**config.mk**
```make
export PLATFORM = sky130hd
export DESIGN_NAME = uvs_cordic
export DESIGN_NICKNAME = d
export VERILOG_FILES = /design/src/design/uvs_pkg.sv /design/src/design/uvs_cordic.sv
export SDC_FILE = /design/constraint.sdc
export NUM_CORES = 2
export LEC_CHECK = 0
export BUFFER_PORTS_ARGS = -buffer_cell sky130_fd_sc_hd__buf_4
export CAP_MARGIN = 20
export CORE_UTILIZATION = 65
export CTS_BUF_LIST = sky130_fd_sc_hd__clkbuf_2
export CTS_CLUSTER_DIAMETER = 50
export DETAILED_ROUTE_END_ITERATION = 6
export PLACE_DENSITY_LB_ADDON = 0.2
export SYNTH_ARGS = -nofsm -noshare
export SYNTH_HDL_FRONTEND = slang
export SYNTH_SLANG_ARGS = --single-unit
```
**constraint.sdc**
```tcl
create_clock -name i_clk -period 13.9 [get_ports i_clk]
set_clock_uncertainty 0.05 [all_clocks]
set_input_delay 2.78 -clock i_clk [delete_from_list [all_inputs] [get_ports i_clk]]
set_output_delay 2.78 -clock i_clk [all_outputs]
set_load 0.03 [all_outputs]
```
**src/design/uvs_pkg.sv**
```systemverilog
// shared types, constants and helper functions of the uv sphere vertex generator
package uvs_pkg;

    localparam int CNT_W       = 11;
    localparam int RAD_W       = 16;
    localparam int POS_W       = 17;
    localparam int COL_W       = 16;
    localparam int CFG_AW      = 2;
    localparam int CFG_DW      = 16;
    localparam int IN_TDATA_W  = 24;
    localparam int OUT_TDATA_W = 104;

    typedef logic [CFG_AW-1:0] t_cfg_addr;

    localparam t_cfg_addr CFG_RADIUS  = 2'd0;
    localparam t_cfg_addr CFG_SECTORS = 2'd1;
    localparam t_cfg_addr CFG_STACKS  = 2'd2;

    localparam logic [RAD_W-1:0] RADIUS_RST  = 16'd256;
    localparam logic [CNT_W-1:0] SECTORS_RST = 11'd36;
    localparam logic [CNT_W-1:0] STACKS_RST  = 11'd18;

    // 2pi in q3.30, split for two narrow multipliers
    localparam int TWO_PI_HI_W = 17;
    localparam int TWO_PI_LO_W = 16;
    localparam logic [TWO_PI_HI_W-1:0] TWO_PI_HI = 17'd102943;
    localparam logic [TWO_PI_LO_W-1:0] TWO_PI_LO = 16'd46404;

    localparam longint GAIN_Q30 = 64'd652032874;

    localparam longint ATAN_Q30 [24] = '{
        843314857, 497837829, 263043836, 133525158, 67021686,
        33543515, 16775850, 8388437, 4194282, 2097149,
        1048575, 524287, 262143, 131071, 65535,
        32767, 16383, 8191, 4095, 2047,
        1023, 511, 255, 127
    };

    function automatic longint q30_to_frac(input longint v, input int f);
        longint rnd;
        rnd = (longint'(1) << (30 - f)) >> 1;
        return (v + rnd) >>> (30 - f);
    endfunction

    function automatic longint atan_frac(input int k, input int f);
        return q30_to_frac(ATAN_Q30[k], f);
    endfunction

endpackage

```
**src/design/uvs_cordic.sv**
```systemverilog
// pipelined rotation-mode cordic giving cosine and sine of a fraction of a turn
module uvs_cordic #(
    parameter int F  = 16,
    parameter int CS = 16
) (
    input  logic                i_clk,
    input  logic                i_en,
    input  logic [F-1:0]        i_turn,
    output logic signed [F+1:0] o_cos,
    output logic signed [F+1:0] o_sin
);
    import uvs_pkg::*;

    localparam int RW  = F - 2;
    localparam int PHW = RW + TWO_PI_HI_W;
    localparam int PLW = RW + TWO_PI_LO_W;
    localparam int SW  = RW + 34;
    localparam int XW  = F + 3;
    localparam logic [SW-1:0]        Z_RND = SW'(longint'(1) << 29);
    localparam logic signed [XW-1:0] X0    = XW'(q30_to_frac(GAIN_Q30, F));
    localparam logic signed [XW-1:0] ONE   = XW'(longint'(1) << F);

    logic [1:0]      r_quad1;
    logic [PHW-1:0]  r_ph;
    logic [PLW-1:0]  r_pl;
    logic [1:0]      r_quad2;
    logic signed [XW-1:0] r_z0;
    logic [SW-1:0]   zsum;

    logic signed [XW-1:0] r_x [CS];
    logic signed [XW-1:0] r_y [CS];
    logic signed [XW-1:0] r_z [CS];
    logic [1:0]           r_qd [CS];

    logic signed [XW-1:0] c_raw, s_raw;

    always_ff @(posedge i_clk) begin
        if (i_en) begin
            r_quad1 <= i_turn[F-1:F-2];
            r_ph    <= PHW'(i_turn[RW-1:0]) * PHW'(TWO_PI_HI);
            r_pl    <= PLW'(i_turn[RW-1:0]) * PLW'(TWO_PI_LO);
        end
    end

    assign zsum = SW'({r_ph, 16'b0}) + SW'(r_pl) + Z_RND;

    always_ff @(posedge i_clk) begin
        if (i_en) begin
            r_quad2 <= r_quad1;
            r_z0    <= XW'(zsum[SW-1:30]);
        end
    end

    for (genvar k = 0; k < CS; k++) begin : g_rot
        localparam logic signed [XW-1:0] ATAN_K = XW'(atan_frac(k, F));
        logic signed [XW-1:0] x_in, y_in, z_in;
        logic [1:0]           q_in;

        if (k == 0) begin : g_first
            assign x_in = X0;
            assign y_in = '0;
            assign z_in = r_z0;
            assign q_in = r_quad2;
        end else begin : g_next
            assign x_in = r_x[k-1];
            assign y_in = r_y[k-1];
            assign z_in = r_z[k-1];
            assign q_in = r_qd[k-1];
        end

        always_ff @(posedge i_clk) begin
            if (i_en) begin
                r_qd[k] <= q_in;
                if (!z_in[XW-1]) begin
                    r_x[k] <= x_in - (y_in >>> k);
                    r_y[k] <= y_in + (x_in >>> k);
                    r_z[k] <= z_in - ATAN_K;
                end else begin
                    r_x[k] <= x_in + (y_in >>> k);
                    r_y[k] <= y_in - (x_in >>> k);
                    r_z[k] <= z_in + ATAN_K;
                end
            end
        end
    end

    always_comb begin
        case (r_qd[CS-1])
            2'd0: begin
                c_raw = r_x[CS-1];
                s_raw = r_y[CS-1];
            end
            2'd1: begin
                c_raw = -r_y[CS-1];
                s_raw = r_x[CS-1];
            end
            2'd2: begin
                c_raw = -r_x[CS-1];
                s_raw = -r_y[CS-1];
            end
            default: begin
                c_raw = r_y[CS-1];
                s_raw = -r_x[CS-1];
            end
        endcase
    end

    always_ff @(posedge i_clk) begin
        if (i_en) begin
            o_cos <= (c_raw > ONE) ? (F+2)'(ONE) :
                     (c_raw < -ONE) ? (F+2)'(-ONE) : (F+2)'(c_raw);
            o_sin <= (s_raw > ONE) ? (F+2)'(ONE) :
                     (s_raw < -ONE) ? (F+2)'(-ONE) : (F+2)'(s_raw);
        end
    end

endmodule
```
==> impl_metrics.json <==
{
  "outcome": "completed",
  "cts_max_level": 4,
  "grt_usage": 0.279,
  "drt_iter0_drc": 3381,
  "syn2layout_area_growth_pct": 5.85,
  "drive_gt1_frac": 0.0739,
  "cts_tree": "built",
  "post_drt_via_cell_ratio": 5.93,
  "core_area_sq_um": 111000,
  "cp_cell_sequence": "buf_4 -> fa_1 -> inv_1 -> fa_1 -> fa_1 -> fa_1 -> inv_1 -> fa_1 -> ha_1 -> ha_1 -> o21ai_0 -> inv_1 -> o31a_1 -> a211o_1 -> o31ai_1 -> a21oi_1 -> o21a_1 -> o21a_1 -> o311ai_0",
  "gp_congestion": 0.935,
  "final_core_util": 0.698,
  "cp_common_cell": "fa_1",
  "start_util": 0.659,
  "yosysWarningCount": 0,
  "drt_first_pass_iters": 6,
  "die_x_um": 338,
  "dieHeight_um": 338,
  "async_reset_ff_frac": 0,
  "clk_pin_slew_ns": 0.10,
  "cts_sinks": 918,
  "holdCritPathClass": "register to register",
  "max_freq_ghz": 0.135,
  "cp_data_arrival_time_ns": 8.68,
  "wl_per_cell_um": 17.7,
  "cp-startpoint": "i_turn[11]",
  "io_buffers": 53,
  "synth_edf_count": 918,
  "path_buf_inv": 4,
  "dp_hpwl_um": 124000,
  "place_ws_ns": 5.01,
  "critPathLaunchType": "input port",
  "maxCapViolCount": 0,
  "clock_tree.root_cell": "clkbuf_2",
  "ys_seq_area_frac": 0.376,
  "cts_hold_buf": 0,
  "final_cell_mix": "983 x ha_1, 918 x edfxtp_1, 650 x xnor2_1",
  "final_area_sq_um": 77600,
  "timing.final.crit_share": 0.534,
  "drc": 0,
  "synth_cells": 7092,
  "cts-buffers-inserted": 236,
  "worstHoldStart": "r_z[0][0]",
  "slew_headroom": 0.289,
  "antenna_found_initial": 2,
  "cts_buffer_depth": 3,
  "cp-end-kind": "register",
  "path_class": "input port to register",
  "final_common_cell": "ha_1",
  "slowest_delay_ns": 0.58,
  "grt_setup_unrepaired": "no",
  "drt_wl_total_um": 159000,
  "syn-mean-instance-area_sq_um": 10.3,
  "rows": 122,
  "cts_setup_buffers": 0,
  "grt_max_degree": 167,
  "required_ns": 15.15,
  "placed_area_sq_um": 75300,
  "synth.distinct_cells": 90,
  "setup_ws_ns": 6.48,
  "top_level_ports": 54,
  "ys_ff_latch": 918,
  "nNetsFinal": 8430,
  "fin_crit_ns": 7.42,
  "r2r_start": "r_z[0][113]",
  "vias": 53199,
  "critical-path-top-delay-family": "adder cells",
  "hold_viol_final": 0,
  "setup_violations": 0,
  "grt_pass1_wl_um": 257000,
  "grt_pass1_vias": 51891,
  "slew_violations": 0,
  "cts_resized": 0,
  "fin_setup_tns_ns": 0,
  "ant_nets": 0,
  "worstMarginPinSlew_ns": 1.07,
  "die_area_sq_um": 114000,
  "path_max_fanout": 11,
  "clock_latency_ns": 1.65,
  "grt_overflow": 0,
  "synth_top_flop_cell": "edfxtp_1",
  "slowest_stage": "fa_1",
  "netlist_area_sq_um": 73400
}
-- metal layers --
layer	wire [um]	track usage
met4	5470	0.109
met3	8020	0.0431
met1	68800	0.355
met5	0	0
met2	76500	0.477
-- stage by stage --
step,hold WS [ns],std cells
6_report,0.319,8975
5_1_grt,0.341,8974
4_1_cts,0.319,8962
3_5_place_dp,0.355,8537
3_3_place_gp,0.351,8537
2_1_floorplan,0.350,7095
-- synth_stat cells, types with 53 or more instances --
library cell / instances / area, sq um
xor2_1: 248 / 2170
edfxtp_1: 918 / 27600
and3_1: 54 / 338
a21oi_1: 524 / 2620
o21ai_0: 296 / 1480
o21bai_1: 74 / 556
xnor2_1: 650 / 5690
o21a_1: 122 / 916
nor3_1: 198 / 991
nand2_1: 360 / 1350
ha_1: 983 / 12300
nor2_1: 585 / 2200
inv_1: 491 / 1840
nor2b_1: 104 / 651
clkbuf_1: 94 / 353
a21o_1: 212 / 1590
a211oi_1: 53 / 398
nand2b_1: 74 / 463
and2_1: 56 / 350
nand3_1: 168 / 841
fa_1: 142 / 2840
-- path summary, 6_finish.rpt --
| path | slack [ns] | cells past startpoint | to |
|---|---|---|---|
| max | 6.48 | 19 | r_ph[29] |
| min | 0.32 | 0 | r_z[0][19] |
| max reg2reg | 8.81 | 14 | r_x[0][132] |
| min reg2reg | 0.32 | 0 | r_z[0][19] |
-- sequential cells by signal, indices dropped and copies added (netlist names) --
signal / flops
o_cos: 18
r_quad1: 2
r_y: 268
r_pl: 14
g_rot.q_in: 2
g_rot.z_in: 18
o_sin: 18
r_ph: 31
r_qd: 32
r_x: 266
r_z: 249
-- worst register-to-register path, stage by stage, from the launching register on --
cell and delay, ns:
edfxtp_1 0.44, and2_1 0.72, inv_1 0.64, nand2_1 0.20, o21ai_0 0.18, fa_1 0.49, a21o_1 0.17, a21oi_1 0.26
o21ai_0 0.25, a41o_1 0.33, o41ai_1 0.43, o2111ai_1 0.25, nor2_1 0.14, o21bai_1 0.09, xnor2_1 0.13
-- final cells by class --
cell class / instances / area [sq um]
Multi-Input combinational cell: 5559 / 43400
Fill cell: 8459 / 33600
Sequential cell: 918 / 27600
Inverter: 497 / 1870
Tap cell: 1488 / 1860
Clock buffer: 317 / 1590
Clock inverter: 108 / 674
Timing Repair Buffer: 75 / 608
Antenna cell: 13 / 32.5
-- kinds of logic after synthesis --
logic type               synth area share
flip-flops                          0.376
multiplexers                       0.0141
AO/OA/AOI/OAI                       0.145
AND/OR/NAND/NOR                     0.119
XOR/XNOR                            0.108
other                           0.0000511
buffers and inverters              0.0320
adder cells (fa/ha/maj)             0.206
Power is not shown: default switching activity piles up to over one toggle a cycle in this logic, so the estimate is an artifact.
