$ cat config.mk
export PLATFORM = sky130hd
export DESIGN_NAME = uvs_div_pipe
export DESIGN_NICKNAME = d
export VERILOG_FILES = /design/src/design/uvs_div_pipe.sv
export SDC_FILE = /design/constraint.sdc
export NUM_CORES = 1
export LEC_CHECK = 0
export ABC_CLOCK_PERIOD_IN_PS = 2400
export BUFFER_PORTS_ARGS = -buffer_cell sky130_fd_sc_hd__buf_2
export CAP_MARGIN = 15
export CORE_MARGIN = 5
export CORE_UTILIZATION = 50
export CTS_BUF_LIST = sky130_fd_sc_hd__clkbuf_8
export DETAILED_ROUTE_END_ITERATION = 7
export HOLD_SLACK_MARGIN = 0.15
export PLACE_DENSITY = 0.7
export SLEW_MARGIN = 20
export SYNTH_ARGS = -nofsm -noshare
export SYNTH_HDL_FRONTEND = slang
export SYNTH_SLANG_ARGS = --single-unit
$ cat constraint.sdc
create_clock -name i_clk -period 2.4 [get_ports i_clk]
set_input_delay 0 -clock i_clk [delete_from_list [all_inputs] [get_ports i_clk]]
set_output_delay 0 -clock i_clk [all_outputs]
set_load 0.02 [all_outputs]
$ cat src/design/uvs_div_pipe.sv
// pipelined restoring divider, one quotient bit per stage
module uvs_div_pipe #(
    parameter int NW = 28,
    parameter int DW = 12,
    parameter int QW = 17
) (
    input  logic          i_clk,
    input  logic          i_en,
    input  logic [NW-1:0] i_dividend,
    input  logic [DW-1:0] i_divisor,
    output logic [QW-1:0] o_quotient
);

    logic [DW-1:0] r_rem [QW];
    logic [QW-1:0] r_low [QW];
    logic [QW-1:0] r_quo [QW];

    for (genvar k = 0; k < QW; k++) begin : g_stage
        logic [DW-1:0] rem_in;
        logic [QW-1:0] low_in;
        logic [QW-1:0] quo_in;
        logic [DW:0]   trial;
        logic          ge;

        if (k == 0) begin : g_first
            assign rem_in = DW'(i_dividend[NW-1:QW]);
            assign low_in = i_dividend[QW-1:0];
            assign quo_in = '0;
        end else begin : g_next
            assign rem_in = r_rem[k-1];
            assign low_in = r_low[k-1];
            assign quo_in = r_quo[k-1];
        end

        assign trial = {rem_in, low_in[QW-1]};
        assign ge    = (trial >= {1'b0, i_divisor});

        always_ff @(posedge i_clk) begin
            if (i_en) begin
                r_rem[k] <= ge ? DW'(trial - {1'b0, i_divisor}) : DW'(trial);
                r_low[k] <= low_in << 1;
                r_quo[k] <= {quo_in[QW-2:0], ge};
            end
        end
    end

    assign o_quotient = r_quo[QW-1];

endmodule

==> results of run 1 <==
[kinds of logic (layout without fill, tap and decap cells)]
group           count (synthesis)  after routing  synth area share (%)
buf+inv                       122            617                  1.87
simple gates                  499            499                  9.68
mux                           136            136                  5.94
compound gates                458            459                  11.7
fa+ha+maj                     220            220                  11.1
xor+xnor                      117            117                  3.96
flops                         481            481                  55.8
[worst reg2reg max path, stage by stage, from the launching register on]
cell and delay, ns:
sky130_fd_sc_hd__edfxtp_1 0.45, sky130_fd_sc_hd__ha_4 0.26, sky130_fd_sc_hd__o21ai_2 0.12, sky130_fd_sc_hd__a21oi_2 0.05
sky130_fd_sc_hd__o31a_1 0.29, sky130_fd_sc_hd__o41ai_4 0.33, sky130_fd_sc_hd__buf_4 0.19, sky130_fd_sc_hd__a21oi_4 0.12
sky130_fd_sc_hd__mux2_4 0.36
[stage by stage]
step	utilization [%]	cell area (um2)	total power, W	hold slack, ns
after floorplan	-	25900	0.0251	0.0989
after global placement	56.2	28800	0.0299	0.179
after detailed placement	56.2	28800	0.0305	0.179
after CTS	61.0	31300	0.0383	0.151
after global routing	62.6	32100	0.0419	0.191
final	62.6	32100	0.0392	0.209
[cells in the mapped netlist, types with 6 or more instances]
library cell / number / area share [%]
sky130_fd_sc_hd__edfxtp_1: 481 / 56
sky130_fd_sc_hd__ha_1: 204 / 9.9
sky130_fd_sc_hd__nor2_1: 138 / 2.0
sky130_fd_sc_hd__a21oi_1: 119 / 2.3
sky130_fd_sc_hd__inv_1: 97 / 1.4
sky130_fd_sc_hd__xnor2_1: 79 / 2.7
sky130_fd_sc_hd__nand2_1: 69 / 1.0
sky130_fd_sc_hd__mux2_1: 65 / 2.8
sky130_fd_sc_hd__nand3_1: 58 / 1.1
sky130_fd_sc_hd__and3_1: 51 / 1.2
sky130_fd_sc_hd__mux2_2: 48 / 2.1
sky130_fd_sc_hd__o21ai_1: 45 / 0.87
sky130_fd_sc_hd__o21ai_0: 44 / 0.85
sky130_fd_sc_hd__nor3_1: 41 / 0.79
sky130_fd_sc_hd__a21o_1: 40 / 1.2
sky130_fd_sc_hd__xor2_1: 38 / 1.3
sky130_fd_sc_hd__nand2b_1: 36 / 0.87
sky130_fd_sc_hd__a31oi_1: 31 / 0.75
sky130_fd_sc_hd__nand4_1: 28 / 0.68
sky130_fd_sc_hd__o21a_1: 24 / 0.70
sky130_fd_sc_hd__or3_1: 24 / 0.58
sky130_fd_sc_hd__a211oi_1: 21 / 0.61
sky130_fd_sc_hd__nor2b_1: 21 / 0.51
sky130_fd_sc_hd__a31o_2: 19 / 0.64
sky130_fd_sc_hd__o211ai_1: 19 / 0.55
sky130_fd_sc_hd__fa_1: 16 / 1.2
sky130_fd_sc_hd__mux2i_1: 16 / 0.62
sky130_fd_sc_hd__a311oi_1: 14 / 0.47
sky130_fd_sc_hd__buf_2: 14 / 0.27
sky130_fd_sc_hd__or4_1: 14 / 0.41
sky130_fd_sc_hd__o221ai_1: 11 / 0.37
sky130_fd_sc_hd__o31a_1: 11 / 0.37
sky130_fd_sc_hd__a21boi_0: 10 / 0.29
sky130_fd_sc_hd__clkbuf_1: 10 / 0.15
sky130_fd_sc_hd__or2_2: 10 / 0.24
sky130_fd_sc_hd__o31ai_1: 8 / 0.23
sky130_fd_sc_hd__mux2_4: 7 / 0.41
sky130_fd_sc_hd__a211o_1: 6 / 0.20
sky130_fd_sc_hd__a41oi_1: 6 / 0.20
sky130_fd_sc_hd__o41ai_1: 6 / 0.20
[layout make-up]
type	count	area, um2	area share (%)
sequential	481	14400	44.9
multi-input combinational	1431	11800	36.8
timing repair buffer	366	3060	9.54
clock buffer	86	1180	3.68
tap	680	851	2.65
clock inverter	68	398	1.24
inverter	97	364	1.13
[sequential cells by signal (all words and copies together) (netlist names)]
name,cells
r_quo,153
r_rem,192
r_low,136
[report_power, final]
part	total, W	switching (W)	internal, W	leakage [nW]
clock network	0.00715	0.00337	0.00377	0.918
registers	0.0134	0.00107	0.0124	4.69
logic	0.0187	0.00916	0.00950	7.21
[metal layers]
metal / GRT usage [%] / share of wire (%) / vias up
met1: 24.4 / 42 / 8669
met2: 34.0 / 49 / 379
met5: 0 / 0 / -
li1: - / - / 8771
met3: 3.85 / 4.3 / 158
met4: 7.61 / 3.8 / 0
[final timing paths]
| kind | start | endpoint | slack [ns] | depth (start not counted) |
|---|---|---|---|---|
| max | r_rem[0][145] | r_rem[0][162] | -0.05 | 8 |
| min reg2reg | r_low[0][51] | r_low[0][68] | 0.41 | 0 |
| max reg2reg | r_rem[0][145] | r_rem[0][162] | -0.05 | 8 |
| min | i_dividend[26] | r_rem[0][10] | 0.21 | 3 |
[repair_timing]
item                                    4_1_cts  5_1_grt
endpoints found under the setup margin       49      132
hold endpoints to repair                    538        0
setup buffers                                 2       21
cloned                                        1        1
pin swaps                                     7       58
resized for setup                            36      133
hold buffers                                 65        0
==> summary.md, run 1 <==
| Metric | Value |
|---|---|
| Result of the run | `complete, but fails checks` |
| Failing checks | `setup timing` |
| Final Wtd Congestion | `roughly 0.95` |
| Clock Path Buffers | `3` |
| Slack of the critical path | `-0.0453 ns` |
| Most common cell after layout, fill and taps aside | `sky130_fd_sc_hd__edfxtp_1` |
| Longest individual stage delay on the worst path | `~0.45 ns` |
| Fmax | `slightly above 400 MHz` |
| Headroom to the max-slew limit | `approximately half` |
| Average via count per standard cell | `between 5 and 6` |
| Clock latency on the worst-skew pair | `0.68 ns` |
| Cell at the slowest stage of the critical path | `sky130_fd_sc_hd__edfxtp_1` |
| Data required time of the critical path | `approximately 2.8 ns` |
| Syn Nets | `roughly 2,300` |
| Detailed Route Iter0 Violations | `around 1,100` |
| WS Path Type | `reg2reg` |
| Detailed-route DRC error count | `0` |
| Number of max-cap violations | `0` |
| Die height | `approximately 240 um` |
| Number of distinct library cell variants in the gate-level netlist after synthesis | `57` |
| Seq cells post-synth | `481` |
| Post-Syn Instances | `around 2,000` |
| Nets | `between 2,000 and 3,000` |
| Buffers & Inverters on Critical Path | `1` |
| Number of instances in the placed design | `approximately 3,000` |
| Most frequent cells in the layout | `481 x sky130_fd_sc_hd__edfxtp_1, 217 x sky130_fd_sc_hd__buf_4, 181 x sky130_fd_sc_hd__ha_1, 137 x sky130_fd_sc_hd__nor2_1, 125 x sky130_fd_sc_hd__inv_1` |
| Proportion of layout cells with a drive suffix above 1 | `~25%` |
| RSZ-0062 raised after global routing | `yes` |
| Total clock sinks | `~480` |
| Routed wire length | `56,800 um` |
| CTS tree | `yes` |
| Antenna Cells | `0` |
| HPWL Detailed | `around 38,000 um` |
| Row count | `just over 80` |
| Startpoint kind of the worst setup timing path | `flip-flop` |
| Clock slew seen by the registers of the worst setup and hold paths | `roughly 0.060 ns` |
| Arrival @ worst endpoint | `around 2.8 ns` |
| Ports | `a little under 60` |
| Async SR Flop Fraction | `0%` |
| Overall die area | `between 50,000 and 60,000 um2` |
| Crit path time final | `2.45 ns` |
| Core area | `51,300 um2` |
| Sequential share of the synthesized area | `~56%` |
| Max VDD drop | `0.000595 V` |
| Number of detailed-routing iterations run before antenna repair | `5` |
| Number of standard cells in the layout, taps in and fillers out | `~3,200` |
| Number of global-route vias before repair | `around 18,000` |
| Routed wirelength normalized by instance count | `between 15 and 20 um` |
| Fillcell total | `~4,000` |
| Count of input and output buffers | `just under 60` |
| Worst-margin pin slew | `0.753 ns` |
| Clock tree root buffer cell | `sky130_fd_sc_hd__clkbuf_8` |
| Vias | `17,977` |
| Mean area per synthesized cell | `between 10 and 15 um2` |
| DP Worst Slack | `-0.228 ns` |
| Initial antenna violation count | `0` |
| Final Max Slew Viols | `0` |
| EDFF count, synth | `between 400 and 500` |
| Sequence of cells on the critical path | `ha_4, o21ai_2, a21oi_2, o31a_1, o41ai_4, buf_4, a21oi_4, mux2_4` |
| Number of nets with antenna violations after routing | `0` |
| Most frequently used flop master after synthesis | `sky130_fd_sc_hd__edfxtp_1` |
| Static leakage power | `approximately 13 nW` |
| Area of the mapped netlist | `25,900 um2` |
| Crit-path leading delay family | `compound AO/OA/AOI/OAI gates` |
| Total congestion overflow | `0` |
| P&R area growth vs syn | `24.1%` |
| Sum Neg Setup Slack | `-0.173 ns` |
| Overall die width | `about 240 um` |
| Critical path fanouts, max | `6` |
| Maximum number of pins on one net before global-route repair | `82` |
| Period utilisation layout | `102%` |
| Clock buffer count from CTS | `between 80 and 90` |
| Crit end category | `flip-flop` |
| Initial cell density of the core | `approximately half` |
| Total Routing Usage GR | `between 10% and 20%` |
| Worst clock skew | `between 0.02 and 0.03 ns` |
| Number of hold violations in the final report | `0` |
| First-pass GRT wire length | `about 90,000 um` |
| Class of the tightest hold or removal check | `in2reg` |
| Number of setup violations in the final report | `6` |
| Number of synthesis warnings | `0` |
| CTS H-tree lvls | `3` |
| Power Dens Cells | `roughly 1200 nW/um2` |
(Power assumes the default switching activity.)
==> run 2, diff against run 1 <==
- REMOVE_ABC_BUFFERS: default -> 1
==> run 2 against run 1 <==
  * The run still ends with setup timing left
  * Sequential share of layout area fell by 0.51 points
  * Sequential power about the same
  * Clock-buffer cell count fell by 1
  * Clock power up 3.8%
  * Setup slack gained 0.0020 ns
  * Register-to-register slack is essentially flat
  * Flip-flop and latch count is the same
  * Combinational power about the same
  * Highest routed layer unchanged
==> summary.md, run 2 (synthesis results as in run 1) <==
| Metric | Value |
|---|---|
| Power Dens Cells | `1230 nW/um2 (was 1220 nW/um2)` |
| Source of the worst register-to-register timing path | `r_rem[0][149] (was r_rem[0][145])` |
| Static leakage power | `12.9 nW (was 12.8 nW)` |
| Vias | `18,053 (was 17,977)` |
| Crit end category | `flip-flop (unchanged)` |
| Proportion of layout cells with a drive suffix above 1 | `26.2% (was 24.8%)` |
| CTS H-tree lvls | `3 (unchanged)` |
| Flip-flop count of the largest register, all copies and words added | `192 (unchanged)` |
| Final Wtd Congestion | `0.918 (was 0.950)` |
| Clock slew seen by the registers of the worst setup and hold paths | `0.05 ns (was 0.06 ns)` |
| WS Path Type | `reg2reg (unchanged)` |
| Max VDD drop | `0.000548 V (was 0.000595 V)` |
| Fmax | `409 MHz (about the same)` |
| Ports | `59 (unchanged)` |
| P&R area growth vs syn | `25.5% (was 24.1%)` |
| Combined flip-flop and latch cell area | `14,400 um2 (unchanged)` |
| Total clock sinks | `481 (unchanged)` |
| Failing checks | `setup timing (unchanged)` |
| Worst setup path endpoint | `r_rem[0][158] (was r_rem[0][162])` |
| Switching share of total power | `34.6% (was 34.7%)` |
| Headroom to the max-slew limit | `47.0% (was 49.4%)` |
| Total congestion overflow | `0 (unchanged)` |
| Routed wire length | `57,800 um (was 56,800 um)` |
| Number of max-cap violations | `0 (unchanged)` |
| Crit path time final | `2.44 ns (was 2.45 ns)` |
| Total Routing Usage GR | `20.0% (was 19.6%)` |
| Setup crit start | `r_rem[0][149] (was r_rem[0][145])` |
| Number of global-route vias before repair | `18,401 (was 18,365)` |
| FF-to-FF End | `r_rem[0][158] (was r_rem[0][162])` |
| Startpoint kind of the worst setup timing path | `flip-flop (unchanged)` |
| Number of setup violations in the final report | `6 (unchanged)` |
| Worst-margin pin slew | `0.789 ns (was 0.753 ns)` |
| Core area | `51,300 um2 (unchanged)` |
| Overall die area | `56,400 um2 (unchanged)` |
| Part of the power in registers | `33.8% (was 34.2%)` |
| Most frequent cells in the layout | `481 x sky130_fd_sc_hd__edfxtp_1, 232 x sky130_fd_sc_hd__buf_4, 178 x sky130_fd_sc_hd__ha_1, 136 x sky130_fd_sc_hd__nor2_1, 118 x sky130_fd_sc_hd__inv_1 (was 481 x sky130_fd_sc_hd__edfxtp_1, 217 x sky130_fd_sc_hd__buf_4, 181 x sky130_fd_sc_hd__ha_1, 137 x sky130_fd_sc_hd__nor2_1, 125 x sky130_fd_sc_hd__inv_1)` |
| Number of detailed-routing iterations run before antenna repair | `5 (unchanged)` |
| Final Max Slew Viols | `0 (unchanged)` |
| Total internal power | `0.0261 W (was 0.0256 W)` |
| HPWL Detailed | `39,200 um (was 38,200 um)` |
| Clock network fraction of total power | `18.6% (was 18.2%)` |
| Clock tree root buffer cell | `sky130_fd_sc_hd__clkbuf_8 (unchanged)` |
| Detailed Route Iter0 Violations | `1,005 (was 1,056)` |
| Row count | `83 (unchanged)` |
| Routed wirelength normalized by instance count | `17.9 um (was 17.7 um)` |
| Result of the run | `complete, but fails checks (unchanged)` |
| Class of the tightest hold or removal check | `in2reg (unchanged)` |
| Initial antenna violation count | `2 (was 0)` |
| CTS tree | `yes (unchanged)` |
| Period utilisation layout | `102% (about the same)` |
| Combinational Power Share | `47.6% (about the same)` |
| Post-layout util | `63.4% (was 62.6%)` |
| Overall die width | `238 um (unchanged)` |
| Clock latency on the worst-skew pair | `0.69 ns (was 0.68 ns)` |
| R2r worst-path depth | `9 (was 8)` |
| Sum Neg Setup Slack | `-0.166 ns (was -0.173 ns)` |
| Average via count per standard cell | `5.59 (was 5.60)` |
| Area taken by multi-input logic gates | `11,900 um2 (was 11,800 um2)` |
| Total net switching power | `0.0138 W (was 0.0136 W)` |
| First-pass GRT wire length | `91,700 um (was 90,100 um)` |
| Detailed-route DRC error count | `0 (unchanged)` |
| Registers with the most flip-flops | `r_rem (192), r_quo (153), r_low (136) (unchanged)` |
| Maximum number of pins on one net before global-route repair | `70 (was 82)` |
| Largest Register | `r_rem (unchanged)` |
| Data required time of the critical path | `2.83 ns (was 2.80 ns)` |
| Number of hold violations in the final report | `0 (unchanged)` |
| Slack of the critical path | `-0.0433 ns (was -0.0453 ns)` |
| Clock buffer count from CTS | `85 (was 83)` |
| Worst clock skew | `0.0255 ns (was 0.0298 ns)` |
| Arrival @ worst endpoint | `2.87 ns (was 2.84 ns)` |
| Most common cell after layout, fill and taps aside | `sky130_fd_sc_hd__edfxtp_1 (unchanged)` |
| Register-to-register setup slack | `-0.04 ns (was -0.05 ns)` |
| Critical path fanouts, max | `6 (unchanged)` |
| Number of nets with antenna violations after routing | `0 (unchanged)` |
| Count of input and output buffers | `58 (unchanged)` |
| Die height | `238 um (unchanged)` |
| Fillcell total | `3,972 (was 3,985)` |
| Nets | `2,749 (was 2,722)` |
| Initial cell density of the core | `50.5% (unchanged)` |
| RSZ-0062 raised after global routing | `yes (unchanged)` |
| Clock Path Buffers | `3 (unchanged)` |
[run 2: changes by cell type in the layout (fill, tap and decap cells not counted), sizes merged]
cell          before  now
dlygate4sd3       63   69
diode              0    1
inv              129  125
bufinv             4    6
buf              301  321
clkinv            30   29
clkinvlp           2    0
dlymetal6s4s       2    0
[run 2: how the worst min path moves through the flow]
| stage | cells past startpoint | from | endpoint | slack [ns] |
|---|---|---|---|---|
| final | 4 | i_divisor[0] | r_rem[0][120] | 0.17 |
| after detailed placement | 1 | i_dividend[1] | r_low[0][1] | 0.18 |
| after CTS | 3 | i_divisor[0] | r_rem[0][156] | 0.16 |
| after global routing | 4 | i_divisor[0] | r_rem[0][144] | 0.16 |
| after global placement | 1 | i_dividend[0] | r_low[0][0] | 0.18 |
| after floorplan | 0 | i_dividend[0] | r_low[0][0] | 0.1 |
[run 2: metal layers]
layer  global-route usage, %  routed length, um  up-vias
met1                    25.3              24900     8694
met2                    33.5              28100      396
li1                        -                  -     8819
met4                    9.24               2210        0
met3                    3.82               2640      144
met5                       0                  0        -
[run 2: metrics by stage]
step | instances | cell area, um2 | total power (W) | hold WS [ns] | setup slack (ns)
2_1_floorplan | 2008 | 25800 | 0.0250 | 0.0989 | -0.228
3_3_place_gp | 2983 | 29000 | 0.0301 | 0.177 | -0.196
3_5_place_dp | 2983 | 29000 | 0.0307 | 0.179 | -0.223
4_1_cts | 3202 | 31500 | 0.0388 | 0.157 | -0.0567
5_1_grt | 3229 | 32500 | 0.0427 | 0.158 | -0.145
6_report | 3229 | 32500 | 0.0399 | 0.167 | -0.0433
[run 2: power by group through the flow]
stage / Sequential (W) / Combinational [W] / Clock, W
5_1_grt: 0.0137 / 0.0209 / 0.00808
4_1_cts: 0.0134 / 0.0177 / 0.00772
3_5_place_dp: 0.0136 / 0.0171 / 0
3_3_place_gp: 0.0135 / 0.0166 / 0
2_1_floorplan: 0.0131 / 0.0119 / 0
6_report: 0.0135 / 0.0190 / 0.00742
[run 2: repair_timing]
action	4_1_cts	5_1_grt
gates cloned	2	0
hold buffers	67	2
pin swaps	9	42
setup endpoints to repair	69	148
buffers inserted	2	24
hold endpoints to repair	470	2
resized for setup	41	140
[run 2: final cells by class]
type                            instances  area share, %
Sequential cell                       481           44.4
Multi-Input combinational cell       1431           36.6
Timing Repair Buffer                  391           10.1
Clock buffer                           85           3.60
Tap cell                              680           2.62
Clock inverter                         63           1.44
Inverter                               97           1.12
Antenna cell                            1        0.00770
[run 2: worst max-delay path: stages (launching register included)]
cell	delay, ns
sky130_fd_sc_hd__edfxtp_1	0.44
sky130_fd_sc_hd__ha_4	0.26
sky130_fd_sc_hd__a211oi_2	0.23
sky130_fd_sc_hd__nor3b_1	0.08
sky130_fd_sc_hd__buf_4	0.15
sky130_fd_sc_hd__o41ai_4	0.30
sky130_fd_sc_hd__buf_4	0.19
sky130_fd_sc_hd__a21oi_4	0.07
sky130_fd_sc_hd__buf_12	0.18
sky130_fd_sc_hd__mux2_1	0.30
==> run 3, diff against run 2 <==
- ABC_AREA: default -> 1
- PLACE_DENSITY: 0.7 -> 0.69
==> run 3 against run 2 <==
  * The run now ends clean
  * Clock-buffer cell count rose by 1
  * Utilization fell by 6.8 points
  * Design area rose by 3.0%
  * Largest cell class unchanged
==> summary.md, run 3 <==
| Metric | Value |
|---|---|
| Worst Hold Depth | `4 (unchanged)` |
| Clock slew seen by the registers of the worst setup and hold paths | `0.06 ns (was 0.05 ns)` |
| Startpoint kind of the worst setup timing path | `primary input (was flip-flop)` |
| Detailed-route DRC error count | `0 (unchanged)` |
| Area of the mapped netlist | `29,800 um2 (was 25,900 um2)` |
| P&R area growth vs syn | `12.1% (was 25.5%)` |
| Average via count per standard cell | `5.13 (was 5.59)` |
| Initial antenna violation count | `0 (was 2)` |
| Core area | `59,100 um2 (was 51,300 um2)` |
| Number of setup violations in the final report | `0 (was 6)` |
| Routed wirelength normalized by instance count | `14.7 um (was 17.9 um)` |
| Flip-flop count of the largest register, all copies and words added | `192 (unchanged)` |
| Overall die area | `64,700 um2 (was 56,400 um2)` |
| Maximum number of pins on one net before global-route repair | `74 (was 70)` |
| Detailed Route Iter0 Violations | `1,657 (was 1,005)` |
| Registers with the most flip-flops | `r_rem (192), r_quo (153), r_low (136) (unchanged)` |
| Sum of internal, switching and leakage power | `0.0380 W (was 0.0399 W)` |
| Final Max Slew Viols | `0 (unchanged)` |
| Async SR Flop Fraction | `0% (unchanged)` |
| Most frequently used flop master after synthesis | `sky130_fd_sc_hd__edfxtp_1 (unchanged)` |
| CTS tree | `yes (unchanged)` |
| Final Wtd Congestion | `0.932 (was 0.918)` |
| Vias | `22,422 (was 18,053)` |
| Post-Syn Instances | `3,328 (was 2,033)` |
| Total Routing Usage GR | `19.9% (was 20.0%)` |
| Clock tree root buffer cell | `sky130_fd_sc_hd__clkbuf_8 (unchanged)` |
| Routed wire length | `64,400 um (was 57,800 um)` |
| Power Dens Cells | `1140 nW/um2 (was 1230 nW/um2)` |
| Sum Neg Setup Slack | `0 ns (was -0.166 ns)` |
| Cell type contributing the most total cell area after synthesis | `sky130_fd_sc_hd__edfxtp_1 (unchanged)` |
| Number of max-cap violations | `0 (unchanged)` |
| Number of detailed-routing iterations run before antenna repair | `6 (was 5)` |
| Post-synth top cells | `1,048 x sky130_fd_sc_hd__nand2_1, 555 x sky130_fd_sc_hd__inv_1, 481 x sky130_fd_sc_hd__edfxtp_1 (was 481 x sky130_fd_sc_hd__edfxtp_1, 204 x sky130_fd_sc_hd__ha_1, 138 x sky130_fd_sc_hd__nor2_1)` |
| Largest Register | `r_rem (unchanged)` |
| Headroom to the max-slew limit | `56.4% (was 47.0%)` |
| Number of distinct library cell variants in the gate-level netlist after synthesis | `34 (was 57)` |
| Critical path fanouts, max | `16 (was 6)` |
| WS Path Type | `in2reg (was reg2reg)` |
| Crit end category | `flip-flop (unchanged)` |
| Overall die width | `254 um (was 238 um)` |
| Clock latency on the worst-skew pair | `0.66 ns (was 0.69 ns)` |
| Source of the worst register-to-register timing path | `r_rem[0][31] (was r_rem[0][149])` |
| Nets | `3,789 (was 2,749)` |
| Synth top area share | `48.4% (was 55.8%)` |
| Number of nets with antenna violations after routing | `0 (unchanged)` |
| Slack of the critical path | `0.0908 ns (was -0.0433 ns)` |
| Total clock sinks | `481 (unchanged)` |
| HPWL Detailed | `45,500 um (was 39,200 um)` |
| Hold worst-path end | `r_rem[0][4] (was r_rem[0][120])` |
| Max VDD drop | `0.000542 V (was 0.000548 V)` |
| Clock Path Buffers | `3 (unchanged)` |
| Leading post-synthesis cells by cell area | `sky130_fd_sc_hd__edfxtp_1 48%, sky130_fd_sc_hd__nand2_1 13%, sky130_fd_sc_hd__ha_1 8.6% (was sky130_fd_sc_hd__edfxtp_1 56%, sky130_fd_sc_hd__ha_1 9.9%, sky130_fd_sc_hd__mux2_1 2.8%)` |
| Count leader, synth | `sky130_fd_sc_hd__nand2_1 (was sky130_fd_sc_hd__edfxtp_1)` |
| Most common cell after layout, fill and taps aside | `sky130_fd_sc_hd__nand2_1 (was sky130_fd_sc_hd__edfxtp_1)` |
| EDFF count, synth | `481 (unchanged)` |
| Sequential share of the synthesized area | `48.4% (was 55.8%)` |
| CTS H-tree lvls | `3 (unchanged)` |
| Arrival @ worst endpoint | `2.72 ns (was 2.87 ns)` |
| Class of the tightest hold or removal check | `in2reg (unchanged)` |
| Register-to-register setup slack | `0.17 ns (was -0.04 ns)` |
| Die height | `254 um (was 238 um)` |
| Count of input and output buffers | `58 (unchanged)` |
| FF-to-FF End | `r_rem[0][37] (was r_rem[0][158])` |
| Total congestion overflow | `0 (unchanged)` |
| Worst clock skew | `0.0321 ns (was 0.0255 ns)` |
| Period utilisation layout | `96.2% (was 102%)` |
| First-pass GRT wire length | `105,000 um (was 91,700 um)` |
| Data required time of the critical path | `2.81 ns (was 2.83 ns)` |
| Worst-margin pin slew | `0.655 ns (was 0.789 ns)` |
| Number of synthesis warnings | `0 (unchanged)` |
| Number of hold violations in the final report | `0 (unchanged)` |
| Proportion of layout cells with a drive suffix above 1 | `10.6% (was 26.2%)` |
| Fmax | `433 MHz (was 409 MHz)` |
| Number of global-route vias before repair | `21,193 (was 18,401)` |
| Result of the run | `finished clean (was complete, but fails checks)` |
| Hold Crit Start | `i_dividend[20] (was i_divisor[0])` |
| DP Worst Slack | `0.0310 ns (was -0.223 ns)` |
| Clock buffer count from CTS | `85 (unchanged)` |
| Initial cell density of the core | `50.5% (about the same)` |
| Seq cells post-synth | `481 (unchanged)` |
| Crit path time final | `2.31 ns (was 2.44 ns)` |
| Most frequent cells in the layout | `1,048 x sky130_fd_sc_hd__nand2_1, 578 x sky130_fd_sc_hd__inv_1, 481 x sky130_fd_sc_hd__edfxtp_1, 210 x sky130_fd_sc_hd__nand3_1, 204 x sky130_fd_sc_hd__ha_1 (was 481 x sky130_fd_sc_hd__edfxtp_1, 232 x sky130_fd_sc_hd__buf_4, 178 x sky130_fd_sc_hd__ha_1, 136 x sky130_fd_sc_hd__nor2_1, 118 x sky130_fd_sc_hd__inv_1)` |
| Static leakage power | `15.7 nW (was 12.9 nW)` |
| R2r worst-path depth | `9 (unchanged)` |
| Mean area per synthesized cell | `8.97 um2 (was 12.7 um2)` |
| Row count | `89 (was 83)` |
| Ports | `59 (unchanged)` |
==> run 3: cell types whose count changed in the layout (fill, tap and decap cells not counted), sizes merged, moves of 52 or more <==
cell   change
nand2   +1013
nand3    +212
nor2      +52
buf      -225
inv      +462
xnor2     -63
nand4    +122
mux2     -120
==> run 3: repair_timing <==
action                                 CTS  global route
setup endpoints to repair                0            43
endpoints found under the hold margin  475             0
gates resized for setup                  0             9
buffers inserted                         0             7
hold buffers                            52             0
==> run 3: through the flow <==
step | cell area, um2 | std cells | hold WS (ns) | util [%]
2_1_floorplan | 29400 | 3292 | 0.0989 | -
3_3_place_gp | 31200 | 4154 | 0.178 | 52.7
3_5_place_dp | 31200 | 4154 | 0.178 | 52.7
4_1_cts | 33400 | 4360 | 0.174 | 56.4
5_1_grt | 33500 | 4367 | 0.206 | 56.6
6_report | 33500 | 4369 | 0.235 | 56.6
==> run 3: cell type report <==
| type | instances | area, um2 |
|---|---|---|
| Inverter | 562 | 2110 |
| Fill cell | 5199 | 25700 |
| Sequential cell | 481 | 14400 |
| Timing Repair Buffer | 148 | 1360 |
| Clock buffer | 86 | 1180 |
| Tap cell | 773 | 967 |
| Clock inverter | 68 | 464 |
| Antenna cell | 2 | 5.00 |
| Multi-Input combinational cell | 2249 | 12900 |
==> run 3: worst max-delay path, cell delays in order <==
cell                            delay, ns
sky130_fd_sc_hd__dlygate4sd3_1       0.53
sky130_fd_sc_hd__buf_2               0.12
sky130_fd_sc_hd__inv_1               0.06
sky130_fd_sc_hd__ha_1                0.19
sky130_fd_sc_hd__fa_1                0.21
sky130_fd_sc_hd__inv_1               0.06
sky130_fd_sc_hd__nand3_1             0.07
sky130_fd_sc_hd__nand3_1             0.16
sky130_fd_sc_hd__nand3_2             0.19
sky130_fd_sc_hd__nand4_4             0.24
sky130_fd_sc_hd__buf_4               0.24
sky130_fd_sc_hd__nand3_2             0.05
sky130_fd_sc_hd__nand2_1             0.05
sky130_fd_sc_hd__dlygate4sd3_1       0.56
==> run 3: cells by family after synthesis <==
logic type / count (synthesis) / share of synthesized area, %
flip-flops: 481 / 48.4
AND/OR/NAND/NOR: 1756 / 27.0
AO/OA/AOI/OAI: 187 / 4.02
buffers and inverters: 598 / 8.46
adder cells (fa/ha/maj): 220 / 9.62
XOR/XNOR: 86 / 2.52
==> run 3: routing by layer <==
metal	GRT usage (%)	wire [um]
met4	7.03	2230
met2	32.4	29500
met1	27.1	28800
met5	0	0
met3	3.64	3850
==> run 3: power by group <==
group          total (W)  internal, W  switching [W]
clock network    0.00741      0.00400        0.00340
logic             0.0172      0.00623         0.0110
registers         0.0134       0.0122        0.00116
==> run 3: how the worst max path moves through the flow <==
| stage | from | end | slack (ns) | depth (start not counted) |
|---|---|---|---|---|
| 3_3_place_gp | i_divisor[0] | r_rem[0][7] | 0.07 | 10 |
| 3_5_place_dp | r_rem[0][61] | r_rem[0][72] | 0.03 | 8 |
| 5_1_grt | i_dividend[16] | r_rem[0][10] | -0.02 | 14 |
| 6_report | i_dividend[16] | r_rem[0][10] | 0.09 | 14 |
| 2_1_floorplan | r_rem[0][30] | r_rem[0][41] | 0.51 | 9 |
| 4_1_cts | r_rem[0][61] | r_rem[0][72] | 0.01 | 8 |
